===== src/sv/ecc_pkg.sv =====
// shared types, constants and codepoint class functions for the emoji cluster collapser
// no dependencies; used by the step logic, result queue and top level
`timescale 1ns / 1ps

package ecc_pkg;

	localparam int CP_W    = 21;
	localparam int NUM_BMP = 33;
	localparam int MAX_RES = 3;
	localparam int Q_DEPTH = 4;
	localparam int Q_PTR_W = $clog2(Q_DEPTH);
	localparam int Q_CNT_W = $clog2(Q_DEPTH + 1);
	localparam int RES_CNT_W = $clog2(MAX_RES + 1);

	localparam logic [CP_W-1:0] QMARK_CP     = 21'd63;
	localparam logic [CP_W-1:0] ZWJ_CP       = 21'h0200D;
	localparam logic [CP_W-1:0] VS16_CP      = 21'h0FE0F;
	localparam logic [CP_W-1:0] VS15_CP      = 21'h0FE0E;
	localparam logic [CP_W-1:0] KEYCAP_CP    = 21'h020E3;
	localparam logic [CP_W-1:0] PICTO_LO     = 21'h1F000;
	localparam logic [CP_W-1:0] PICTO_HI     = 21'h1FAFF;
	localparam logic [CP_W-1:0] REGIONAL_LO  = 21'h1F1E6;
	localparam logic [CP_W-1:0] REGIONAL_HI  = 21'h1F1FF;
	localparam logic [CP_W-1:0] SKIN_LO      = 21'h1F3FB;
	localparam logic [CP_W-1:0] SKIN_HI      = 21'h1F3FF;
	localparam logic [CP_W-1:0] TAG_LO       = 21'hE0020;
	localparam logic [CP_W-1:0] TAG_HI       = 21'hE007F;

	localparam logic [CP_W-1:0] BMP_LO [NUM_BMP] = '{
		21'h0231A, 21'h023E9, 21'h023F0, 21'h023F3, 21'h025FD, 21'h02614, 21'h02648,
		21'h0267F, 21'h02693, 21'h026A1, 21'h026AA, 21'h026BD, 21'h026C4, 21'h026CE,
		21'h026D4, 21'h026EA, 21'h026F2, 21'h026F5, 21'h026FA, 21'h026FD, 21'h02705,
		21'h0270A, 21'h02728, 21'h0274C, 21'h0274E, 21'h02753, 21'h02757, 21'h02795,
		21'h027B0, 21'h027BF, 21'h02B1B, 21'h02B50, 21'h02B55
	};
	localparam logic [CP_W-1:0] BMP_HI [NUM_BMP] = '{
		21'h0231B, 21'h023EC, 21'h023F0, 21'h023F3, 21'h025FE, 21'h02615, 21'h02653,
		21'h0267F, 21'h02693, 21'h026A1, 21'h026AB, 21'h026BE, 21'h026C5, 21'h026CE,
		21'h026D4, 21'h026EA, 21'h026F3, 21'h026F5, 21'h026FA, 21'h026FD, 21'h02705,
		21'h0270B, 21'h02728, 21'h0274C, 21'h0274E, 21'h02755, 21'h02757, 21'h02797,
		21'h027B0, 21'h027BF, 21'h02B1C, 21'h02B50, 21'h02B55
	};

	typedef struct packed {
		logic [CP_W-1:0] held_point;
		logic            held_valid;
		logic            inside_cluster;
		logic            flag_half_open;
		logic            joiner_waiting;
	} ecc_state_t;

	// up to three results caused by one request, in order
	typedef struct packed {
		logic [RES_CNT_W-1:0]          cnt;
		logic [MAX_RES-1:0][CP_W-1:0]  cp;
		logic [MAX_RES-1:0]            last;
	} ecc_bundle_t;

	function automatic logic is_base(input logic [CP_W-1:0] c);
		logic hit;
		hit = (c >= PICTO_LO) && (c <= PICTO_HI);
		for (int k = 0; k < NUM_BMP; k++) begin
			hit = hit | ((c >= BMP_LO[k]) && (c <= BMP_HI[k]));
		end
		return hit;
	endfunction

	function automatic logic is_regional(input logic [CP_W-1:0] c);
		return (c >= REGIONAL_LO) && (c <= REGIONAL_HI);
	endfunction

	function automatic logic is_absorbable(input logic [CP_W-1:0] c);
		return (c == VS16_CP) || (c == VS15_CP) || (c == KEYCAP_CP)
			|| ((c >= SKIN_LO) && (c <= SKIN_HI))
			|| ((c >= TAG_LO) && (c <= TAG_HI));
	endfunction

	function automatic logic is_starter(input logic [CP_W-1:0] c);
		return (c == VS16_CP) || (c == KEYCAP_CP);
	endfunction

endpackage


===== src/sv/ecc_if.sv =====
// valid/ready channel interfaces for codepoint requests and results
// depends on ecc_pkg for the codepoint width
`timescale 1ns / 1ps

interface ecc_in_if;
	import ecc_pkg::*;
	logic            valid;
	logic            ready;
	logic [CP_W-1:0] code_point;
	logic            end_of_text;

	modport source (output valid, output code_point, output end_of_text, input ready);
	modport sink (input valid, input code_point, input end_of_text, output ready);
endinterface

interface ecc_out_if;
	import ecc_pkg::*;
	logic            valid;
	logic            ready;
	logic [CP_W-1:0] out_code_point;
	logic            out_last;

	modport source (output valid, output out_code_point, output out_last, input ready);
	modport sink (input valid, input out_code_point, input out_last, output ready);
endinterface


===== src/sv/emoji_cluster_collapser.sv =====
// Emoji cluster collapser: replaces each emoji cluster in a codepoint stream with '?'.
//
// cp_in carries one codepoint per request with end_of_text on the final codepoint of a
// string; cp_out carries results with out_last on the final result of the string. Both
// are valid/ready channels. cfg_we/cfg_wdata write replace_enable (reset 1); write it
// only while the block is idle. With replace_enable low every codepoint passes through
// after any pending cluster or held codepoint has been flushed.
// A request is captured in an input register; from there the step logic classifies
// it against the fixed range table, updates the cluster state and pushes zero to three
// results into a four-entry result queue when the queue has room. A result is valid on
// cp_out once it has been written into the queue. One request is taken per cycle while
// each makes one result and the receiver takes every result; cp_out moves one result
// per cycle while ready is high, so requests that make two or three results hold back
// cp_in. A request leaves the input register only when the queue holds at most one
// result, so cp_in.ready depends on registers alone.
// On a stall cp_in.ready drops while a request waits on a queue of two or more results.
// Reset clears the cluster state, the input register and the queue and sets
// replace_enable to 1.
// depends on ecc_pkg, ecc_if, ecc_step and ecc_res_queue
`timescale 1ns / 1ps

module emoji_cluster_collapser
	import ecc_pkg::*;
(
	input  logic       clk,
	input  logic       arst_n,
	ecc_in_if.sink     cp_in,
	ecc_out_if.source  cp_out,
	input  logic       cfg_we,
	input  logic       cfg_wdata
);

	logic               valid_s1;
	logic [CP_W-1:0]    cp_s1;
	logic               last_s1;
	logic               replace_enable_q;
	ecc_state_t         st_q;
	ecc_state_t         nst;
	ecc_bundle_t        bundle;
	logic [Q_CNT_W-1:0] q_count;
	logic               advance;

	// room for a full bundle of results
	assign advance     = valid_s1 && (q_count <= Q_CNT_W'(Q_DEPTH - MAX_RES));
	assign cp_in.ready = !valid_s1 || advance;

	always_ff @(posedge clk or negedge arst_n) begin
		if (!arst_n) begin
			valid_s1 <= 1'b0;
		end else if (cp_in.ready) begin
			valid_s1 <= cp_in.valid;
		end
	end

	always_ff @(posedge clk) begin
		if (cp_in.valid && cp_in.ready) begin
			cp_s1   <= cp_in.code_point;
			last_s1 <= cp_in.end_of_text;
		end
	end

	always_ff @(posedge clk or negedge arst_n) begin
		if (!arst_n) begin
			replace_enable_q <= 1'b1;
		end else if (cfg_we) begin
			replace_enable_q <= cfg_wdata;
		end
	end

	always_ff @(posedge clk or negedge arst_n) begin
		if (!arst_n) begin
			st_q <= '0;
		end else if (advance) begin
			st_q <= nst;
		end
	end

	ecc_step u_step (
		.st     (st_q),
		.cp     (cp_s1),
		.last   (last_s1),
		.enable (replace_enable_q),
		.nst    (nst),
		.res    (bundle)
	);

	ecc_res_queue u_queue (
		.clk    (clk),
		.arst_n (arst_n),
		.push   (advance),
		.bundle (bundle),
		.count  (q_count),
		.cp_out (cp_out)
	);

`ifndef SYNTH
	a_queue_bound: assert property (@(posedge clk) disable iff (!arst_n)
		q_count <= Q_CNT_W'(Q_DEPTH))
		else $error("result queue overflow");

	a_held_or_cluster: assert property (@(posedge clk) disable iff (!arst_n)
		!(st_q.held_valid && st_q.inside_cluster))
		else $error("held codepoint and open cluster at once");

	a_flags_need_cluster: assert property (@(posedge clk) disable iff (!arst_n)
		(st_q.joiner_waiting || st_q.flag_half_open) |-> st_q.inside_cluster)
		else $error("cluster flag set with no open cluster");

	a_clear_after_last: assert property (@(posedge clk) disable iff (!arst_n)
		(advance && last_s1) |=> (st_q == '0))
		else $error("state not cleared after end of text");
`endif

endmodule


===== src/sv/ecc_step.sv =====
// next-state and result logic for one codepoint of the collapser
// depends on ecc_pkg for state, bundle types and class functions
`timescale 1ns / 1ps

module ecc_step
	import ecc_pkg::*;
(
	input  ecc_state_t      st,
	input  logic [CP_W-1:0] cp,
	input  logic            last,
	input  logic            enable,
	output ecc_state_t      nst,
	output ecc_bundle_t     res
);

	logic [RES_CNT_W-1:0] k;
	logic                 c_base;
	logic                 c_regional;
	logic                 c_absorb;
	logic                 c_starter;

	assign c_base     = is_base(cp);
	assign c_regional = is_regional(cp);
	assign c_absorb   = is_absorbable(cp);
	assign c_starter  = is_starter(cp);

	always_comb begin
		nst     = st;
		res.cp  = '0;
		res.last = '0;
		k       = '0;

		if (enable) begin
			// with replacement enabled, update the cluster state for this codepoint
			if (st.inside_cluster) begin
				if (st.joiner_waiting) begin
					nst.joiner_waiting = 1'b0;
					if (!c_base) begin
						res.cp[k] = QMARK_CP;
						k = k + 1'b1;
						nst.inside_cluster = 1'b0;
						nst.flag_half_open = 1'b0;
						if (c_starter) begin
							// the starter codepoint itself begins a new cluster
							nst.inside_cluster = 1'b1;
						end else begin
							res.cp[k] = ZWJ_CP;
							k = k + 1'b1;
							if (c_base) begin
								nst.inside_cluster = 1'b1;
								nst.flag_half_open = c_regional;
							end else begin
								nst.held_point = cp;
								nst.held_valid = 1'b1;
							end
						end
					end
				end else if (c_absorb) begin
					nst = st;
				end else if (st.flag_half_open && c_regional) begin
					nst.flag_half_open = 1'b0;
				end else if (cp == ZWJ_CP) begin
					nst.joiner_waiting = 1'b1;
				end else begin
					res.cp[k] = QMARK_CP;
					k = k + 1'b1;
					nst.inside_cluster = 1'b0;
					nst.flag_half_open = 1'b0;
					if (c_base) begin
						nst.inside_cluster = 1'b1;
						nst.flag_half_open = c_regional;
					end else begin
						nst.held_point = cp;
						nst.held_valid = 1'b1;
					end
				end
			end else if (st.held_valid && c_starter) begin
				// held codepoint turns out to be a cluster start
				nst.held_valid     = 1'b0;
				nst.held_point     = '0;
				nst.inside_cluster = 1'b1;
				nst.flag_half_open = 1'b0;
			end else begin
				if (st.held_valid) begin
					res.cp[k] = st.held_point;
					k = k + 1'b1;
					nst.held_valid = 1'b0;
					nst.held_point = '0;
				end
				if (c_base) begin
					nst.inside_cluster = 1'b1;
					nst.flag_half_open = c_regional;
				end else begin
					nst.held_point = cp;
					nst.held_valid = 1'b1;
				end
			end
		end

		// flush at end of text, or before a pass-through while disabled
		if (last || !enable) begin
			if (nst.inside_cluster) begin
				res.cp[k] = QMARK_CP;
				k = k + 1'b1;
				if (nst.joiner_waiting) begin
					res.cp[k] = ZWJ_CP;
					k = k + 1'b1;
				end
			end
			if (nst.held_valid) begin
				res.cp[k] = nst.held_point;
				k = k + 1'b1;
			end
			nst = '0;
		end

		if (!enable) begin
			res.cp[k] = cp;
			k = k + 1'b1;
		end

		if (last && (k != '0)) begin
			res.last[k - 1'b1] = 1'b1;
		end
		res.cnt = k;
	end

endmodule


===== src/sv/ecc_res_queue.sv =====
// small result queue: takes bundles of up to three results, one out per ready cycle
// depends on ecc_pkg and the ecc_out_if channel interface
`timescale 1ns / 1ps

module ecc_res_queue
	import ecc_pkg::*;
(
	input  logic             clk,
	input  logic             arst_n,
	input  logic             push,
	input  ecc_bundle_t      bundle,
	output logic [Q_CNT_W-1:0] count,
	ecc_out_if.source        cp_out
);

	logic [CP_W-1:0]    cp_q   [Q_DEPTH];
	logic               last_q [Q_DEPTH];
	logic [Q_PTR_W-1:0] wp_q;
	logic [Q_PTR_W-1:0] rp_q;
	logic [Q_CNT_W-1:0] count_q;
	logic [RES_CNT_W-1:0] push_cnt;
	logic               pop;

	assign push_cnt = push ? bundle.cnt : '0;
	assign pop      = cp_out.valid && cp_out.ready;
	assign count    = count_q;

	assign cp_out.valid          = (count_q != '0);
	assign cp_out.out_code_point = cp_q[rp_q];
	assign cp_out.out_last       = last_q[rp_q];

	always_ff @(posedge clk) begin
		for (int i = 0; i < MAX_RES; i++) begin
			if (RES_CNT_W'(i) < push_cnt) begin
				cp_q[wp_q + Q_PTR_W'(i)]   <= bundle.cp[i];
				last_q[wp_q + Q_PTR_W'(i)] <= bundle.last[i];
			end
		end
	end

	always_ff @(posedge clk or negedge arst_n) begin
		if (!arst_n) begin
			wp_q    <= '0;
			rp_q    <= '0;
			count_q <= '0;
		end else begin
			wp_q    <= wp_q + Q_PTR_W'(push_cnt);
			rp_q    <= rp_q + Q_PTR_W'(pop);
			count_q <= count_q + Q_CNT_W'(push_cnt) - Q_CNT_W'(pop);
		end
	end

endmodule

===== src/flat_wrapper.sv =====
// flat-port wrapper written by rule: the top's interface ports become plain ports
module emoji_cluster_collapser_flat import ecc_pkg::*;
  (clk, arst_n, cfg_we, cfg_wdata, cp_in_valid, cp_in_code_point, cp_in_end_of_text, cp_in_ready, cp_out_valid, cp_out_out_code_point, cp_out_out_last, cp_out_ready);
  ecc_in_if cp_in_i ();
  ecc_out_if cp_out_i ();
  input  logic clk;
  input  logic arst_n;
  input  logic cfg_we;
  input  logic cfg_wdata;
  input wire logic [$bits(cp_in_i.valid)-1:0] cp_in_valid;
  input wire logic [$bits(cp_in_i.code_point)-1:0] cp_in_code_point;
  input wire logic [$bits(cp_in_i.end_of_text)-1:0] cp_in_end_of_text;
  output wire logic [$bits(cp_in_i.ready)-1:0] cp_in_ready;
  output wire logic [$bits(cp_out_i.valid)-1:0] cp_out_valid;
  output wire logic [$bits(cp_out_i.out_code_point)-1:0] cp_out_out_code_point;
  output wire logic [$bits(cp_out_i.out_last)-1:0] cp_out_out_last;
  input wire logic [$bits(cp_out_i.ready)-1:0] cp_out_ready;
  assign cp_in_i.valid = cp_in_valid;
  assign cp_in_i.code_point = cp_in_code_point;
  assign cp_in_i.end_of_text = cp_in_end_of_text;
  assign cp_in_ready = cp_in_i.ready;
  assign cp_out_valid = cp_out_i.valid;
  assign cp_out_out_code_point = cp_out_i.out_code_point;
  assign cp_out_out_last = cp_out_i.out_last;
  assign cp_out_i.ready = cp_out_ready;
  emoji_cluster_collapser u_core (.clk(clk), .arst_n(arst_n), .cp_in(cp_in_i), .cp_out(cp_out_i), .cfg_we(cfg_we), .cfg_wdata(cfg_wdata));
endmodule

===== config.mk =====
export PLATFORM = sky130hd
export DESIGN_NAME = emoji_cluster_collapser_flat
export DESIGN_NICKNAME = d
export VERILOG_FILES = /design/src/sv/ecc_pkg.sv /design/src/sv/ecc_if.sv /design/src/sv/emoji_cluster_collapser.sv /design/src/sv/ecc_step.sv /design/src/sv/ecc_res_queue.sv /design/src/flat_wrapper.sv
export SDC_FILE = /design/constraint.sdc
export NUM_CORES = 1
export LEC_CHECK = 0
export ABC_AREA = 1
export BUFFER_PORTS_ARGS = -buffer_cell sky130_fd_sc_hd__buf_4
export CAP_MARGIN = 20
export CELL_PAD_IN_SITES_DETAIL_PLACEMENT = 0
export CELL_PAD_IN_SITES_GLOBAL_PLACEMENT = 2
export CORE_MARGIN = 4
export CORE_UTILIZATION = 32
export CTS_CLUSTER_SIZE = 16
export DETAILED_ROUTE_END_ITERATION = 7
export PLACE_DENSITY = 0.87
export RECOVER_POWER = 100
export SETUP_SLACK_MARGIN = 0.2
export SYNTH_ARGS = -nofsm -noshare
export SYNTH_HDL_FRONTEND = slang
export SYNTH_SLANG_ARGS = --single-unit
export TNS_END_PERCENT = 20

===== constraint.sdc =====
create_clock -name clk -period 5 [get_ports clk]
set_clock_uncertainty 0.2 [all_clocks]
set_input_delay 1 -clock clk [delete_from_list [all_inputs] [get_ports clk]]
set_output_delay 1 -clock clk [all_outputs]
set_load 0.05 [all_outputs]

==> results.cfg <==
[die]
ios = 52
die_w_um = 200
coreArea_um2 = 36500
dieArea_um2 = 40100
die_h_um = 200
rows = 70
start_util_pct = 32.4

[routing]
drtIter0Drc = 1389
wirelength_um = 55800
firstDrtPassIters = 6
via_per_inst = 5.46
drc = 0
num_vias = 14453
wl_per_cell_um = 21.1
postRouteAntennaNets = 0

[power]
p_sw_share_pct = 49.3
total_power_mw = 9.31
power.density_nw_per_um2 = 535
clock_power_share_pct = 13.8
switchingPower_mw = 4.59
p_leak_nw = 7.91
seqPwrFrac_pct = 21.9
peakVddDrop_uv = 286
internal_power_mw = 4.72
combPwrFrac_pct = 64.3

[placed_design]
pre_cts_slack_ns = -0.368
dp_hpwl_um = 37600
placedInstanceArea_um2 = 14900
globalplace.congestion = 0.929
dp.cells = 2541
io_buffers = 51

[critical_path]
worstSetupStartpointType = flop
cp-end-kind = flop
critPathTopFamily = simple AND/OR/NAND/NOR gates
path_buf_inv = 7
critical_path.max_fanout = 10
r2r_start = u_core.cp_s1[11]
slowest_delay_ns = 0.49
criticalPathCategory = flop to flop
slowest_stage = edfxtp_1
worst_ep_required_time_ns = 5.00
cp.arrival_ns = 5.15
crit_start = u_core.cp_s1[11]
cp_common_cell = nand2_2

[synthesis]
synth_xor_area_share_pct = 0.222
synth_top_family_by_area = simple AND/OR/NAND/NOR gates
synth_mux_area_share_pct = 0
synth-compound-area-share_pct = 11.5
yosys_warnings = 0
synth-seq-area-share_pct = 35.1
synth-simple-area-share_pct = 42.7
syn-num-nets = 1871
async_reset_ff_share_pct = 23.6
ys.flop_type = edfxtp_1
syn-instance-count = 1826
syn-cell-area_um2 = 11800
synthAdderAreaFrac_pct = 1.86
synth-edff-count = 110
synthDistinctLibCells = 47
synth_area_per_cell_um2 = 6.48
synth_seq_cells = 144

[sta]
setup_viol = 135
max_slew_margin_pct = -61.5
maxSlewViolCount = 57
fin_tns_setup_ns = -8.91
rsz0062_at_grt = yes
worstMarginPinSlew_ns = 2.42
hold_slack_ns = 0.310
timing.final.crit_share_pct = 103
min_period_ns = 5.15
hold_violations = 0
fin_ws_ns = -0.154
timing.fmax_ghz = 0.194

[cts]
cts_tree = yes
clkTransAtPathRegs_ns = 0.08
clock-sinks = 144
cts_buffer_depth = 2
worstSkewPairLatency_ns = 0.46
cts-root-buf = clkbuf_16
numCtsBuffers = 17
htreeDepth = 4

[finish]
layout_commonest_cell = nand2_1
diodes = 0
layout.cells.non_filler = 2649
layout_common_cells = nand2_1 (597), buf_4 (314), nand3_1 (187), nor2_1 (169), inv_1 (115)
utilization_pct = 47.7
layout-drive-gt1-share_pct = 31.7
stdcell_area_um2 = 17400
area_growth_pct = 47.1
final_nets = 2213

[grt]
grt_first_pass_wirelength_um = 82000
overflow = 0
track_usage_pct = 26.2
grt_max_degree = 46
grt_pass1_vias = 13680
antenna_found_initial = 0

[outcome]
violations = max-capacitance violations, max-slew violations, negative setup slack
status = finished with violations

[flow_run]
cap_violations = 2

[min_path]
hold_path.class = flop to flop
min_from = u_core.u_queue.count[0]
-- kinds of logic (layout without fill, tap and decap cells) --
kind of cell	Yosys count	in the layout
adder cells (fa/ha/maj)	17	17
buffers and inverters	239	594
flip-flops	144	144
XOR/XNOR	3	3
AO/OA/AOI/OAI	237	237
AND/OR/NAND/NOR	1186	1186
-- area by class of cell --
type	count	area (um^2)
fillers	3609	19100
multi-input cells	1443	7620
flip-flops and latches	144	4160
repair buffers	417	3900
well taps	468	586
inverters	143	556
clock buffers	17	425
clock inverters	15	145
repair inverters	2	22.5
-- layer usage --
layer / wire length [um] / vias up / GRT usage, %
li1: - / 6775 / -
met1: 23400 / 6823 / 35.1
met2: 25400 / 694 / 42.6
met3: 4290 / 161 / 4.21
met4: 2660 / 0 / 9.98
met5: 0 / - / 0
-- power by group through the flow --
stage	registers, mW	logic [mW]	clock network, mW
after floorplan	1.98	3.09	0
after global placement	2.05	5.12	0
after detailed placement	2.07	5.18	0
after CTS	2.04	5.66	1.30
after global routing	2.07	6.43	1.34
final	2.04	5.98	1.28
-- worst paths after layout --
check	slack, ns	to	cells after the start
setup reg to reg	-0.15	u_core.u_queue.cp_q[2][11]	33
max in group asynchronous	2.13	u_core.valid_s1	1
min in group asynchronous	1.09	u_core.st_q[12]	1
hold reg to reg	0.31	u_core.u_queue.count[0]	1
hold / removal	0.31	u_core.u_queue.count[0]	1
setup / recovery	-0.15	u_core.u_queue.cp_q[2][11]	33
-- state kept, by name (all words and copies together) (netlist names) --
| signal | count |
|---|---|
| u_core.replace_enable_q | 1 |
| u_core.u_queue.last_q | 4 |
| u_core.valid_s1 | 1 |
| u_core.u_queue.count | 3 |
| u_core.u_queue.wp_q | 2 |
| u_core.st_q | 25 |
| u_core.cp_s1 | 21 |
| u_core.u_queue.rp_q | 2 |
| u_core.u_queue.cp_q | 84 |
| u_core.last_s1 | 1 |
-- cell usage after synthesis (3+ instances only) --
cell | instances | area [um^2]
dfrtp_1 | 33 | 826
ha_1 | 16 | 200
nand3_2 | 3 | 30.0
o221ai_1 | 7 | 61.3
o22ai_1 | 67 | 419
nor3_1 | 35 | 175
nor2_2 | 16 | 100
inv_1 | 122 | 458
buf_1 | 3 | 11.3
buf_6 | 3 | 33.8
clkbuf_1 | 41 | 154
nor2_4 | 9 | 101
nand2_2 | 8 | 50.1
nand4_1 | 22 | 138
buf_4 | 13 | 97.6
edfxtp_1 | 110 | 3300
a21oi_1 | 43 | 215
nor2_1 | 197 | 739
inv_2 | 19 | 71.3
o21ai_1 | 7 | 35.0
nand2_1 | 666 | 2500
a21boi_0 | 4 | 30.0
buf_2 | 35 | 175
nand3b_1 | 3 | 22.5
nand3_1 | 215 | 1080
o21ai_0 | 88 | 440
a22oi_1 | 13 | 97.6
or2_2 | 3 | 18.8
-- repair_timing --
| action | 4_1_cts | 5_1_grt |
|---|---|---|
| endpoints found under the setup margin | 178 | 179 |
| gates cloned | 12 | 7 |
| setup buffers | 39 | 18 |
| pin swaps | 28 | 40 |
| gates resized for setup | 130 | 144 |
| hold buffers | 0 | 0 |
-- worst reg2reg max path: cells and delay by family, from the launching register on --
kind	cells	cell delay, ns
buffers and inverters	7	0.76
and+or+nand+nor	19	2.20
AOI/OAI and AO/OA	4	0.56
adders and majority gates	3	0.72
DFF	1	0.49
Note: power is estimated with default switching activity, not from simulation.
